--- config.mk ---
export PLATFORM = sky130hd
export DESIGN_NAME = gms_ctrl
export DESIGN_NICKNAME = d
export VERILOG_FILES = /design/src/hw/rtl/gms_pkg.sv /design/src/hw/rtl/gms_ctrl.sv
export SDC_FILE = /design/constraint.sdc
export NUM_CORES = 1
export LEC_CHECK = 0
export BUFFER_PORTS_ARGS = -buffer_cell sky130_fd_sc_hd__clkbuf_2
export CAP_MARGIN = 30
export CELL_PAD_IN_SITES_DETAIL_PLACEMENT = 1
export CELL_PAD_IN_SITES_GLOBAL_PLACEMENT = 1
export CORE_MARGIN = 10
export CORE_UTILIZATION = 33
export CTS_CLUSTER_DIAMETER = 50
export DETAILED_ROUTE_END_ITERATION = 8
export PLACE_DENSITY_LB_ADDON = 0.3
export SYNTH_ARGS = -nofsm -noshare
export SYNTH_HDL_FRONTEND = slang
export SYNTH_SLANG_ARGS = --single-unit
--- constraint.sdc ---
create_clock -name clock -period 3.7 [get_ports clock]
set_clock_uncertainty 0.1 [all_clocks]
set_input_delay 0.185 -clock clock [delete_from_list [all_inputs] [get_ports clock]]
set_output_delay 0.185 -clock clock [all_outputs]
set_load 0.02 [all_outputs]
--- src/hw/rtl/gms_pkg.sv ---
// ----------------------------------------------------------------------------
// gms_pkg
// Shared constants, codes and control/status types of the gradient monitor
// smoother.
// ----------------------------------------------------------------------------
`default_nettype none

package gms_pkg;

   // Grid capacity
   localparam int MAX_ROWS = 256;
   localparam int MAX_COLS = 64;
   localparam int GRID_CAP = MAX_ROWS * MAX_COLS;
   localparam int ADDR_W   = $clog2(GRID_CAP);

   // Field widths
   localparam int ROW_W   = 9;
   localparam int COL_W   = 7;
   localparam int GAIN_W  = 10;
   localparam int PASS_W  = 4;
   localparam int PHI_W   = 16;
   localparam int OMEGA_W = 24;

   // Square root unit: 48-bit radicand, one result bit per cycle
   localparam int RAD_W      = 2 * OMEGA_W;
   localparam int SQRT_STEPS = OMEGA_W;
   localparam int SQRT_CNT_W = $clog2(SQRT_STEPS);

   // Request kinds
   localparam logic FUNC_LOAD = 1'b0;
   localparam logic FUNC_READ = 1'b1;

   // Register indexes
   localparam logic [1:0] REG_ROWS   = 2'd0;
   localparam logic [1:0] REG_COLS   = 2'd1;
   localparam logic [1:0] REG_GAIN   = 2'd2;
   localparam logic [1:0] REG_PASSES = 2'd3;

   // Omega store read address select
   localparam logic [1:0] RD_SEL_READ  = 2'd0;
   localparam logic [1:0] RD_SEL_TAP   = 2'd1;
   localparam logic [1:0] RD_SEL_POINT = 2'd2;

   // Neighbor direction of one of the nine stencil taps
   typedef struct packed {
      logic di_neg;
      logic di_pos;
      logic dj_neg;
      logic dj_pos;
   } tap_dir_type;

   function automatic tap_dir_type tap_dir(input logic [3:0] tap);
      tap_dir_type d;
      d = '0;
      case (tap)
         4'd0: begin d.di_neg = 1'b1; d.dj_neg = 1'b1; end
         4'd1: begin d.di_neg = 1'b1; end
         4'd2: begin d.di_neg = 1'b1; d.dj_pos = 1'b1; end
         4'd3: begin d.dj_neg = 1'b1; end
         4'd5: begin d.dj_pos = 1'b1; end
         4'd6: begin d.di_pos = 1'b1; d.dj_neg = 1'b1; end
         4'd7: begin d.di_pos = 1'b1; end
         4'd8: begin d.di_pos = 1'b1; d.dj_pos = 1'b1; end
         default: d = '0;
      endcase
      return d;
   endfunction

   // Controller to datapath
   typedef struct packed {
      logic       load_wr;
      logic       read_start;
      logic       rsp_read;
      logic       rsp_done;
      logic       point_init;
      logic       point_next;
      logic       tap_next;
      logic       grad_capture;
      logic       grad_square;
      logic       grad_scale;
      logic       sqrt_start;
      logic       omega_wr_grad;
      logic       smooth_acc;
      logic       scratch_wr;
      logic       omega_wr_copy;
      logic       pass_init;
      logic       pass_next;
      logic       peak_clear;
      logic       peak_update;
      logic [1:0] omega_rd_sel;
   } cmd_type;

   // Datapath to controller
   typedef struct packed {
      logic load_end;
      logic grad_tap_last;
      logic smooth_tap_last;
      logic last_point;
      logic last_pass;
      logic no_passes;
      logic sqrt_done;
   } status_type;

endpackage

`default_nettype wire

--- src/hw/rtl/gms_ctrl.sv ---
// ----------------------------------------------------------------------------
// gms_ctrl
// Sequencer: request handshake, gradient sweep, smoothing and copy sweeps,
// peak sweep and result valid.
// ----------------------------------------------------------------------------
`default_nettype none

module gms_ctrl (
   input  wire logic                  clock,
   input  wire logic                  reset,
   input  wire logic                  req_tvalid,
   output logic                       req_tready,
   input  wire logic                  req_func,
   output logic                       rsp_tvalid,
   input  wire logic                  rsp_tready,
   output gms_pkg::cmd_type           cmd,
   input  wire gms_pkg::status_type   status
);

   localparam logic [4:0] S_IDLE    = 5'd0;
   localparam logic [4:0] S_READ    = 5'd1;
   localparam logic [4:0] S_G_ADDR  = 5'd2;
   localparam logic [4:0] S_G_ACC   = 5'd3;
   localparam logic [4:0] S_G_SQ    = 5'd4;
   localparam logic [4:0] S_G_MUL   = 5'd5;
   localparam logic [4:0] S_G_START = 5'd6;
   localparam logic [4:0] S_G_ROOT  = 5'd7;
   localparam logic [4:0] S_G_WR    = 5'd8;
   localparam logic [4:0] S_S_ADDR  = 5'd9;
   localparam logic [4:0] S_S_ACC   = 5'd10;
   localparam logic [4:0] S_S_WR    = 5'd11;
   localparam logic [4:0] S_C_ADDR  = 5'd12;
   localparam logic [4:0] S_C_WR    = 5'd13;
   localparam logic [4:0] S_P_ADDR  = 5'd14;
   localparam logic [4:0] S_P_ACC   = 5'd15;
   localparam logic [4:0] S_DONE    = 5'd16;

   logic [4:0] state_ff, state_in;
   logic       rsp_valid_ff;
   logic       accept;

   assign req_tready = (state_ff == S_IDLE) && !rsp_valid_ff;
   assign accept     = req_tvalid && req_tready;
   assign rsp_tvalid = rsp_valid_ff;

   // Next state and commands
   always_comb begin
      state_in         = state_ff;
      cmd              = '0;
      cmd.omega_rd_sel = gms_pkg::RD_SEL_POINT;
      case (state_ff)
         S_IDLE: begin
            cmd.omega_rd_sel = gms_pkg::RD_SEL_READ;
            if (accept) begin
               if (req_func == gms_pkg::FUNC_READ) begin
                  cmd.read_start = 1'b1;
                  state_in       = S_READ;
               end else begin
                  cmd.load_wr = 1'b1;
                  if (status.load_end) begin
                     cmd.point_init = 1'b1;
                     state_in       = S_G_ADDR;
                  end
               end
            end
         end
         S_READ: begin
            cmd.rsp_read = 1'b1;
            state_in     = S_IDLE;
         end
         S_G_ADDR: begin
            state_in = S_G_ACC;
         end
         S_G_ACC: begin
            cmd.grad_capture = 1'b1;
            if (status.grad_tap_last) begin
               state_in = S_G_SQ;
            end else begin
               cmd.tap_next = 1'b1;
               state_in     = S_G_ADDR;
            end
         end
         S_G_SQ: begin
            cmd.grad_square = 1'b1;
            state_in        = S_G_MUL;
         end
         S_G_MUL: begin
            cmd.grad_scale = 1'b1;
            state_in       = S_G_START;
         end
         S_G_START: begin
            cmd.sqrt_start = 1'b1;
            state_in       = S_G_ROOT;
         end
         S_G_ROOT: begin
            if (status.sqrt_done) begin
               state_in = S_G_WR;
            end
         end
         S_G_WR: begin
            cmd.omega_wr_grad = 1'b1;
            if (status.last_point) begin
               cmd.point_init = 1'b1;
               if (status.no_passes) begin
                  cmd.peak_clear = 1'b1;
                  state_in       = S_P_ADDR;
               end else begin
                  cmd.pass_init = 1'b1;
                  state_in      = S_S_ADDR;
               end
            end else begin
               cmd.point_next = 1'b1;
               state_in       = S_G_ADDR;
            end
         end
         S_S_ADDR: begin
            cmd.omega_rd_sel = gms_pkg::RD_SEL_TAP;
            state_in         = S_S_ACC;
         end
         S_S_ACC: begin
            cmd.smooth_acc = 1'b1;
            if (status.smooth_tap_last) begin
               state_in = S_S_WR;
            end else begin
               cmd.tap_next = 1'b1;
               state_in     = S_S_ADDR;
            end
         end
         S_S_WR: begin
            cmd.scratch_wr = 1'b1;
            if (status.last_point) begin
               cmd.point_init = 1'b1;
               state_in       = S_C_ADDR;
            end else begin
               cmd.point_next = 1'b1;
               state_in       = S_S_ADDR;
            end
         end
         S_C_ADDR: begin
            state_in = S_C_WR;
         end
         S_C_WR: begin
            cmd.omega_wr_copy = 1'b1;
            if (status.last_point) begin
               cmd.point_init = 1'b1;
               if (status.last_pass) begin
                  cmd.peak_clear = 1'b1;
                  state_in       = S_P_ADDR;
               end else begin
                  cmd.pass_next = 1'b1;
                  state_in      = S_S_ADDR;
               end
            end else begin
               cmd.point_next = 1'b1;
               state_in       = S_C_ADDR;
            end
         end
         S_P_ADDR: begin
            state_in = S_P_ACC;
         end
         S_P_ACC: begin
            cmd.peak_update = 1'b1;
            if (status.last_point) begin
               state_in = S_DONE;
            end else begin
               cmd.point_next = 1'b1;
               state_in       = S_P_ADDR;
            end
         end
         S_DONE: begin
            cmd.rsp_done = 1'b1;
            state_in     = S_IDLE;
         end
         default: begin
            state_in = S_IDLE;
         end
      endcase
   end

   // State and result valid
   always_ff @(posedge clock) begin
      if (reset) begin
         state_ff     <= S_IDLE;
         rsp_valid_ff <= 1'b0;
      end else begin
         state_ff <= state_in;
         if (cmd.rsp_read || cmd.rsp_done) begin
            rsp_valid_ff <= 1'b1;
         end else if (rsp_tready) begin
            rsp_valid_ff <= 1'b0;
         end
      end
   end

`ifndef SYNTHESIS
   // A read transfer yields its result once the S_READ state has set the registered result valid
   assert property (@(posedge clock) disable iff (reset)
      (accept && (req_func == gms_pkg::FUNC_READ)) |-> ##2 rsp_tvalid)
      else $error("read result missing");

   // The root unit only finishes while the sequencer waits for it
   assert property (@(posedge clock) disable iff (reset)
      status.sqrt_done |-> (state_ff == S_G_ROOT))
      else $error("root finished outside root wait");

   // No request is taken while a result is pending
   assert property (@(posedge clock) disable iff (reset)
      rsp_tvalid |-> !req_tready)
      else $error("request taken with result pending");
`endif

endmodule

`default_nettype wire

== Word-level counts from Yosys, hierarchy flattened ==
Cells that the tools add are included.
Storage, ports and cells
  memories: 0
  output and inout bits: 23
  register bits after elaboration: 6
  logic and storage cells: 81
  latch bits: 0
  ROM bits: 0
  input port bits: 12
  memory bits (writable): 0
Cells by class
  shift-type cells: 0
  add/sub/neg operators: 0
  reductions and logical operators: 9
  multiply operators: 0
  divide/modulo/power cells: 0
  equal/unequal tests: 19
  bitwise operators: 0
  $lt $le $gt $ge: 0
  mux-type cells: 51
Operator list (count)
  $pmux 5 s15: 1
  $eq 5x4->1 const B: 8
  $mux 1: 31
  $mux 5: 5
  $eq 5x3->1 const B: 4
  $mux 3: 5
  $eq 5x2->1 const B: 2
  $mux 2: 4
  $pmux 1 s2: 3
  $eq 5x1->1 const B: 1
  $eq 5x5->1 const B: 1
  $logic_not 5->1: 1
  $mux 4: 1
  $ne 2x2->1 const B: 2
  $pmux 2 s2: 1
  $reduce_or 4->1: 1
  $ne 3x3->1 const B: 1
  $reduce_and 3->1: 1
  $reduce_or 3->1: 1
  $logic_and 1x1->1: 2
  $reduce_bool 2->1: 1
  $logic_not 1->1: 1
  $logic_or 1x1->1: 1

== Logic depth before layout (Yosys ltp) ==
Gate-level depths: netlist of run 1.
  depth in word-level cells: 5
  depth in mapped cells: 6
  mapped depth without buffers: 5

== Worst setup path after synthesis of run 1 ==
OpenSTA, ideal clock, no wires.
  path kind: register to output
  start point: register state_ff[4]
  end point: output port cmd[16] (netlist name)
  slack: 1.610 ns
  arrival time: 1.805 ns
  cell stages (with the launch flop): 7
  path buffers: 1
  required time: 3.415 ns
  cells stage by stage: dfxtp_1 > or3_1 > buf_6 > nor3_4 > nand2_1 > nor2_1 > a32o_1
RTL lines
  from (decl): RTL line gms_ctrl.sv:38  | logic [4:0] state_ff, state_in;
  from (signal assigned): RTL line gms_ctrl.sv:186  | state_ff <= state_in;
  to (decl): RTL line gms_ctrl.sv:16  | output gms_pkg::cmd_type cmd,

==> metrics.md, run 1 <==
| Metric | Value |
|---|---|
| Syn Inst Count | `100` |
| CP peak stage delay | `0.60 ns` |
| Non-Filler Instances | `157` |
| Post-route setup TNS | `0 ns` |
| Die Ht | `67.0 microns` |
| Final Hold Fails | `0` |
| DR WL/cell | `17.2 microns` |
| Arrival time worst endpoint | `2.03 ns` |
| Hold Buf Count CTS | `0` |
| CP Class | `flop to primary output` |
| Pre-antenna DRT Iters | `4` |
| Syn Nets | `112` |
| Worst-case clock buffer depth | `2` |
| Worst EP required | `3.41 ns` |
| Min cycle time layout | `2.31 ns` |
| Gr ovfl total | `0` |
| Via/cell ratio | `5.50` |
| FFs w/ async S/R, synth | `0%` |
| Initial Util | `36.1%` |
| Worst path cell trace | `and2b_1, nand2b_1, nor2_1, a22oi_1, nor2b_1, clkbuf_2` |
| H-tree depth | `1` |
| Hold WC Path Type | `primary input to flop` |
| Routed wire length | `2700 microns` |
| Initial antenna violation count | `0` |
| Share of post-route cells with drive strength above 1 | `36.2%` |
| Clock insertion delay at the later pin of the skew report | `0.25 ns` |
| Sw Share | `41.7%` |
| Combinational Power Share | `44.5%` |
| Syn avg cell area | `7.29 sq um` |
| # Max-Cap Violations | `0` |
| Nets@finish | `144` |
| Synth cell count leaders | `19 x nor2_1, 7 x nand2_1, 6 x dfxtp_1, 6 x o21ai_0` |
| Max Clock Freq | `432 MHz` |
| CTS tree | `built` |
| Met3 usage | `4.01%` |
| Synth top area share | `16.5%` |
| First-pass GRT wire length | `4460 microns` |
| # fillers | `279` |
| Critical path buffer and inverter count | `1` |
| Synth Flop Type | `dfxtp_1` |
| Met1 usage | `14.0%` |
| Drt drc | `0` |
| Count leader, synth | `nor2_1` |
| Routing usage on met2 | `20.0%` |
| Area leader, netlist | `dfxtp_1` |
| Utilization after layout | `45.1%` |
| Slowest cell on crit path | `dfxtp_1` |
| CTS Buf Count | `3` |
| Global routing's busiest layer | `met2` |
| Total internal power | `0.151 mW` |
| Post-CTS resize count | `0` |
| Share of power burned in registers | `31.6%` |
| Leak | `0.413 nW` |
| Max VDD drop | `0.185 mV` |
| Post-synth EDFFs | `0` |
| Post-DP HPWL | `2180 microns` |
| Max transition margin | `66.8%` |
| Flops & latches, synth | `6` |
| Core area | `2020 sq um` |
| Worst slew pin tran | `0.498 ns` |
| Worst hold stages | `2` |
| Io pins | `35` |
| Synth area leaders | `dfxtp_1 16%, nor2_1 9.8%, nand2b_1 4.3%` |
| WHS Endpoint | `state_ff[1]` |
| Clock network fraction of total power | `23.8%` |
| Fin crit share | `62.5%` |
| Area grow syn2layout | `25.0%` |
| DRT antenna net count | `0` |
| Row count | `16` |
| Area of the multi-input gates | `554 sq um` |
| Post-CTS setup buffers | `0` |
| DP Cell Count | `154` |
| Hold path start | `reset` |
| Pin count of the biggest net entering global routing | `16` |
| GRT Util Overall | `12.4%` |
| Reg-to-Reg Start | `state_ff[3]` |
| Storage element area | `120 sq um` |
| Initial DRC Count | `31` |
| Vias in the first global route | `904` |
| R2r setup slk | `1.71 ns` |
| Synth unique cells | `44` |
| Crit-path max FO | `13` |
| Input/output buffers | `34` |
| RSZ-0062 raised after global routing | `no` |
| Syn Std Cell Area | `729 sq um` |
| Reg-to-Reg End | `state_ff[1]` |
| Clock sink total | `6` |
| Yosys warnings | `0` |
| Final GP Congestion | `0.877` |
| Reg clk slew, reported paths | `0.05 ns` |
| Psw | `0.108 mW` |
| Register area share after synthesis | `16.5%` |
| PwrDens | `284 nW/um^2` |
| Root buffer cell | `clkbuf_4` |
| Outcome | `completed` |
| CP top delay family | `simple AND/OR/NAND/NOR gates` |
| Die X | `67.0 microns` |
| Die ar. | `4490 sq um` |
| Setup violators final | `0` |
| Vias | `863` |
| Final Max Tran Viols | `0` |
| Worst R2R Path Depth | `5` |
| Startpoint types | `flop` |
| CP endpoint kind | `primary output` |
| Worst hold margin | `0.0863 ns` |
| Antenna cells | `0` |
==> how the worst max path moves through the flow <==
| stage | end | startpoint | cells past startpoint |
|---|---|---|---|
| finish | cmd[3] | state_ff[3] | 6 |
| global route | cmd[3] | state_ff[3] | 6 |
| CTS | cmd[3] | state_ff[3] | 6 |
| detailed placement | cmd[3] | state_ff[3] | 6 |
| global placement | cmd[3] | state_ff[3] | 6 |
| floorplan | cmd[16] | state_ff[4] | 6 |
==> sequential cells by signal, summed over array words and instances, names as in the netlist <==
name and cells:
rsp_tvalid 1, state_ff 5
==> area by class of cell <==
cell class	count	share of cell area, %
Tap cell	27	3.70
Timing Repair Buffer	34	18.7
Multi-Input combinational cell	84	60.8
Clock buffer	3	2.47
Sequential cell	6	13.2
Inverter	3	1.23
==> kinds of logic (layout without fill, tap and decap cells) <==
logic type / count (synthesis) / in the layout / share of synthesized area, %
DFF: 6 / 6 / 16.5
AOI/OAI and AO/OA: 28 / 28 / 30.7
xor gates and xnor gates: 3 / 3 / 3.60
and+or+nand+nor: 52 / 52 / 40.3
muxes: 1 / 1 / 1.37
buffers and inverters: 10 / 40 / 7.55
==> through the flow <==
step / total power, mW / area [sq um] / worst slack, ns
2_1_floorplan: 0.166 / 729 / 1.61
3_3_place_gp: 0.195 / 890 / 1.68
3_5_place_dp: 0.198 / 890 / 1.66
4_1_cts: 0.262 / 912 / 1.39
5_1_grt: 0.276 / 912 / 1.22
6_report: 0.259 / 912 / 1.39
==> power by group through the flow <==
stage                     Combinational, mW  Sequential, mW  Clock [mW]
final                                 0.115          0.0820      0.0618
after global routing                  0.127          0.0831      0.0662
after CTS                             0.116          0.0817      0.0643
after detailed placement              0.115          0.0832           0
after global placement                0.113          0.0820           0
after floorplan                      0.0908          0.0751           0
==> metal layers <==
| layer | vias to the layer above | part of all wire [%] | wire, microns |
|---|---|---|---|
| met2 | 32 | 45 | 1230 |
| met3 | 4 | 9.2 | 249 |
| met4 | 0 | 1.3 | 36 |
| li1 | 425 | - | - |
| met1 | 402 | 44 | 1190 |
| met5 | - | 0 | 0 |
==> layout by cell type, fill, tap and decap left out, drive strengths merged, types with 2 or more instances in the layout <==
| cell | synthesis | routed |
|---|---|---|
| nand2 | 7 | 7 |
| a21oi | 3 | 3 |
| nor2b | 2 | 2 |
| or3 | 2 | 2 |
| clkbuf | 0 | 37 |
| or2 | 3 | 3 |
| inv | 3 | 3 |
| nand2b | 6 | 6 |
| dfxtp | 6 | 6 |
| and3 | 2 | 2 |
| nor4b | 2 | 2 |
| o21a | 2 | 2 |
| xor2 | 2 | 2 |
| a31oi | 2 | 2 |
| a311oi | 3 | 3 |
| nor2 | 19 | 19 |
| nor3b | 2 | 2 |
| o21ai | 6 | 6 |
| nor3 | 4 | 4 |
==> worst register-to-register path, stage by stage, from the launching register on <==
cell and delay [ns]:
dfxtp_1 0.60, and2b_1 0.29, nand2b_1 0.20, o32ai_1 0.38, a311oi_1 0.10, a211oi_2 0.25
No activity file was read; power rests on OpenSTA's default activity.
==> run 2, diff against run 1 <==
CORE_ASPECT_RATIO = 2   (was unset)
CORE_UTILIZATION = 28   (was 33)
clock period = 2 ns   (was 3.7 ns; I/O delays follow)
==> metrics.md, run 2 (synthesized netlist as in run 1, its figures left out) <==
| Metric | Value |
|---|---|
| Via/cell ratio | `5.56` |
| Setup violators final | `0` |
| Worst EP required | `1.80 ns` |
| Biggest register | `state_ff` |
| Max Clock Freq | `535 MHz` |
| Initial antenna violation count | `0` |
| Worst path cell trace | `or3_4, buf_4, nor3b_1, o21a_1, clkbuf_2` |
| Commonest non-fill, non-tap cell in the layout | `clkbuf_2` |
| Area grow syn2layout | `40.1%` |
| Clock sink total | `6` |
| Die Ht | `92.2 microns` |
| Most frequent cells in the layout | `33 x clkbuf_2, 17 x nor2_1, 9 x buf_4, 7 x nand2_1, 6 x o21ai_0` |
| Min cycle time layout | `1.87 ns` |
| Die ar. | `5170 sq um` |
| Reg clk slew, reported paths | `0.04 ns` |
| CP peak stage delay | `0.42 ns` |
| Max transition margin | `76.7%` |
| Share of post-route cells with drive strength above 1 | `45.3%` |
| Critical path buffer and inverter count | `2` |
| Antenna cells | `0` |
| Slowest cell on crit path | `or3_4` |
| Arrival time worst endpoint | `1.67 ns` |
| DR WL/cell | `17.8 microns` |
| Vias in the first global route | `1012` |
| PwrDens | `563 nW/um^2` |
| Post-CTS resize count | `0` |
| CP endpoint kind | `primary output` |
| Vias | `929` |
| Final Max Tran Viols | `0` |
| CTS Buf Count | `3` |
| Gr ovfl total | `0` |
| RSZ-0062 raised after global routing | `no` |
| Clock insertion delay at the later pin of the skew report | `0.23 ns` |
| Final GP Congestion | `0.930` |
| Startpoint types | `flop` |
| Combinational Power Share | `43.3%` |
| Crit-path max FO | `9` |
| Sw Share | `37.8%` |
| Area of the multi-input gates | `576 sq um` |
| Clock network fraction of total power | `32.0%` |
| Fin crit share | `93.5%` |
| Nets@finish | `153` |
| Final Hold Fails | `0` |
| Pre-antenna DRT Iters | `4` |
| Outcome | `completed` |
| CTS tree | `built` |
| Input/output buffers | `34` |
| H-tree depth | `1` |
| Leak | `0.466 nW` |
| Max VDD drop | `0.316 mV` |
| Hold WC Path Type | `primary input to flop` |
| Initial DRC Count | `21` |
| Io pins | `35` |
| Hold path start | `reset` |
| Total internal power | `0.358 mW` |
| Share of power burned in registers | `24.7%` |
| Worst-case clock buffer depth | `2` |
| First-pass GRT wire length | `4840 microns` |
| Post-DP HPWL | `2540 microns` |
| Die X | `56.1 microns` |
| Worst hold margin | `0.0226 ns` |
| GRT Util Overall | `11.3%` |
| Max reg flops | `5` |
| CP top delay family | `simple AND/OR/NAND/NOR gates` |
| Pin count of the biggest net entering global routing | `13` |
| Reg-to-Reg Start | `state_ff[2]` |
| Root buffer cell | `clkbuf_8` |
| Drt drc | `0` |
| Psw | `0.218 mW` |
| Core area | `2540 sq um` |
| Worst slew pin tran | `0.349 ns` |
| # fillers | `343` |
| CP Class | `flop to primary output` |
| Post-CTS setup buffers | `0` |
| Row count | `26` |
| Hold Buf Count CTS | `0` |
| Storage element area | `121 sq um` |
| Initial Util | `28.7%` |
| Routed wire length | `2970 microns` |
| # Max-Cap Violations | `0` |
| Critical path origin | `state_ff[4]` |
| DRT antenna net count | `0` |
| Post-route setup TNS | `0 ns` |
## run 2: cell count changes in the layout (fill, tap and decap cells not counted), sizes merged
| cell | before | now |
|---|---|---|
| buf | 0 | 10 |
| clkbuf | 37 | 36 |
## run 2: path summary, 6_finish.rpt
kind / to / slack [ns] / cells past startpoint
max: cmd[14] / 0.13 / 5
min: state_ff[2] / 0.02 / 2
max reg2reg: state_ff[1] / 0.17 / 6
min reg2reg: state_ff[2] / 0.54 / 2
## run 2: power groups by stage
stage | Clock, mW | Combinational, mW | Sequential [mW]
2_1_floorplan | 0 | 0.169 | 0.139
3_3_place_gp | 0 | 0.240 | 0.142
3_5_place_dp | 0 | 0.245 | 0.143
4_1_cts | 0.188 | 0.246 | 0.141
5_1_grt | 0.197 | 0.270 | 0.143
6_report | 0.184 | 0.249 | 0.142
## run 2: cell type report
cell class | count | area share (%)
Sequential cell | 6 | 11.9
Inverter | 3 | 1.10
Multi-Input combinational cell | 84 | 56.3
Timing Repair Buffer | 43 | 23.3
Tap cell | 28 | 3.43
Clock buffer | 3 | 4.04
## run 2: layer usage
layer  wire length [microns]  global-route usage, %  vias up
met4                      81                   6.25        0
met3                     182                   3.18       10
met1                    1050                   9.95      445
met5                       0                      0        -
li1                        -                      -      444
met2                    1660                   21.6       30
## run 2: metrics by stage
step / util, % / cell area (sq um) / setup WS (ns) / instances / power, mW
floorplan: - / 732 / 0.0944 / 100 / 0.308
global placement: 37.9 / 961 / 0.193 / 164 / 0.382
detailed placement: 37.9 / 961 / 0.138 / 164 / 0.388
CTS: 39.5 / 1000 / 0.00184 / 167 / 0.575
global route: 40.3 / 1020 / 0.0385 / 167 / 0.611
finish: 40.3 / 1020 / 0.130 / 167 / 0.576
## run 2: worst reg2reg max path: cells and delay by family, from the launching register on
family	cells	cell delay, ns
buf+inv	1	0.22
flops	1	0.39
simple gates	2	0.30
compound gates	3	0.74
==> run 3, diff against run 2 <==
CELL_PAD_IN_SITES_DETAIL_PLACEMENT = unset   (was 1)
CELL_PAD_IN_SITES_GLOBAL_PLACEMENT = unset   (was 1)
CORE_ASPECT_RATIO = unset   (was 2)
CORE_UTILIZATION = 41   (was 28)
SKIP_CTS_REPAIR_TIMING = 1   (was unset)
==> metrics.md, run 3 (synthesized netlist as in run 1, its figures left out) <==
| Metric | Value |
|---|---|
| CTS Buf Count | `3` |
| Die Ht | `62.2 microns` |
| Max VDD drop | `0.264 mV` |
| Routed wire length | `2490 microns` |
| Reg clk slew, reported paths | `0.05 ns` |
| Core area | `1710 sq um` |
| Biggest register | `state_ff` |
| Vias | `917` |
| Final Max Tran Viols | `0` |
| Worst hold margin | `-0.00313 ns` |
| Via/cell ratio | `5.63` |
| GRT Util Overall | `12.3%` |
| RSZ-0062 raised after global routing | `no` |
| Min setup slack post-route | `0.0970 ns` |
| Drt drc | `0` |
| Failing checks | `hold timing` |
| Hold WC Path Type | `primary input to flop` |
| Final Hold Fails | `2` |
| Fin crit share | `95.2%` |
| Io pins | `35` |
| Reg-to-Reg Start | `state_ff[3]` |
| Post-place setup slack | `0.209 ns` |
| Area grow syn2layout | `35.5%` |
| DRT antenna net count | `0` |
| Max reg flops | `5` |
| Startpoint types | `flop` |
| Gr ovfl total | `0` |
| Row count | `15` |
| Share of post-route cells with drive strength above 1 | `44.9%` |
| PwrDens | `516 nW/um^2` |
| Post-route setup TNS | `0 ns` |
| Reg-to-Reg End | `state_ff[1]` |
| Post-DP HPWL | `2080 microns` |
| Clock sink total | `6` |
| Most frequent cells in the layout | `34 x clkbuf_2, 16 x nor2_1, 8 x buf_4, 7 x nand2_1` |
| Arrival time worst endpoint | `1.70 ns` |
| Outcome | `finished, violations left` |
| Leak | `0.453 nW` |
| Worst-case clock buffer depth | `2` |
| Nets@finish | `152` |
| CP endpoint kind | `primary output` |
| Die ar. | `3870 sq um` |
| Area of the multi-input gates | `573 sq um` |
| CTS tree | `built` |
| Storage element area | `120 sq um` |
| Crit-path max FO | `8` |
| Setup violators final | `0` |
| Antenna cells | `0` |
| Max Clock Freq | `525 MHz` |
| Worst R2R Path Depth | `6` |
| Worst slew pin tran | `0.313 ns` |
| Root buffer cell | `clkbuf_4` |
| Initial antenna violation count | `0` |
| Worst EP required | `1.80 ns` |
| DR WL/cell | `15.2 microns` |
| Max transition margin | `79.1%` |
| Vias in the first global route | `832` |
| Pre-antenna DRT Iters | `4` |
| Input/output buffers | `34` |
| Min cycle time layout | `1.90 ns` |
| Commonest non-fill, non-tap cell in the layout | `clkbuf_2` |
| H-tree depth | `1` |
| First-pass GRT wire length | `4060 microns` |
| Critical path endpoint | `cmd[3]` |
| Initial Util | `42.7%` |
| R2r setup slk | `0.22 ns` |
| Initial DRC Count | `41` |
| Die X | `62.2 microns` |
| Critical path origin | `state_ff[4]` |
| # fillers | `158` |
| Final GP Congestion | `0.941` |
| Clock insertion delay at the later pin of the skew report | `0.26 ns` |
| Pin count of the biggest net entering global routing | `15` |
| # Max-Cap Violations | `0` |
| CP Class | `flop to primary output` |
==> run 3: worst min path at each step <==
stage / endpoint / startpoint / slack [ns] / cells after the start
after CTS: state_ff[1] / reset / -0.01 / 2
final: state_ff[0] / reset / -0.003 / 2
after global routing: state_ff[1] / reset / 0.01 / 2
after detailed placement: state_ff[0] / reset / 0.26 / 2
after global placement: state_ff[1] / reset / 0.24 / 2
after floorplan: state_ff[1] / reset / 0.06 / 1
==> run 3: per-stage QoR <==
step	utilization (%)	total power, mW	area [sq um]	hold slack [ns]	std cells
after floorplan	-	0.308	732	0.0646	100
after global placement	55.6	0.380	950	0.244	160
after detailed placement	55.6	0.383	950	0.257	160
after CTS	56.9	0.505	972	-0.0121	163
after global routing	57.9	0.533	988	0.0130	163
final	57.9	0.510	988	-0.00313	163
==> run 3: critical path, stage by stage, from the launching register on <==
cell and delay, ns:
dfxtp_1 0.31, buf_4 0.16, and2b_2 0.27, nand2_1 0.14
nor2_2 0.18, a22oi_1 0.10, nor2b_1 0.11, clkbuf_2 0.17
==> run 3: layer usage <==
layer | GRT usage [%] | vias up | routed length, microns
met4 | 2.57 | 0 | 20
li1 | - | 443 | -
met1 | 16.2 | 423 | 1060
met3 | 3.41 | 3 | 215
met5 | 0 | - | 0
met2 | 19.1 | 48 | 1180
==> run 3: cell type report <==
type,count,share of cell area (%)
inverters,3,1.14
well taps,25,3.16
flip-flops and latches,6,12.2
repair buffers,42,23.3
clock buffers,3,2.28
multi-input cells,84,58.0
==> run 3: report_power, final <==
group	internal [mW]	switching [mW]	total (mW)
clock	0.0686	0.0542	0.123
combinational	0.104	0.144	0.248
sequential	0.128	0.0121	0.140
total	0.300	0.210	0.510
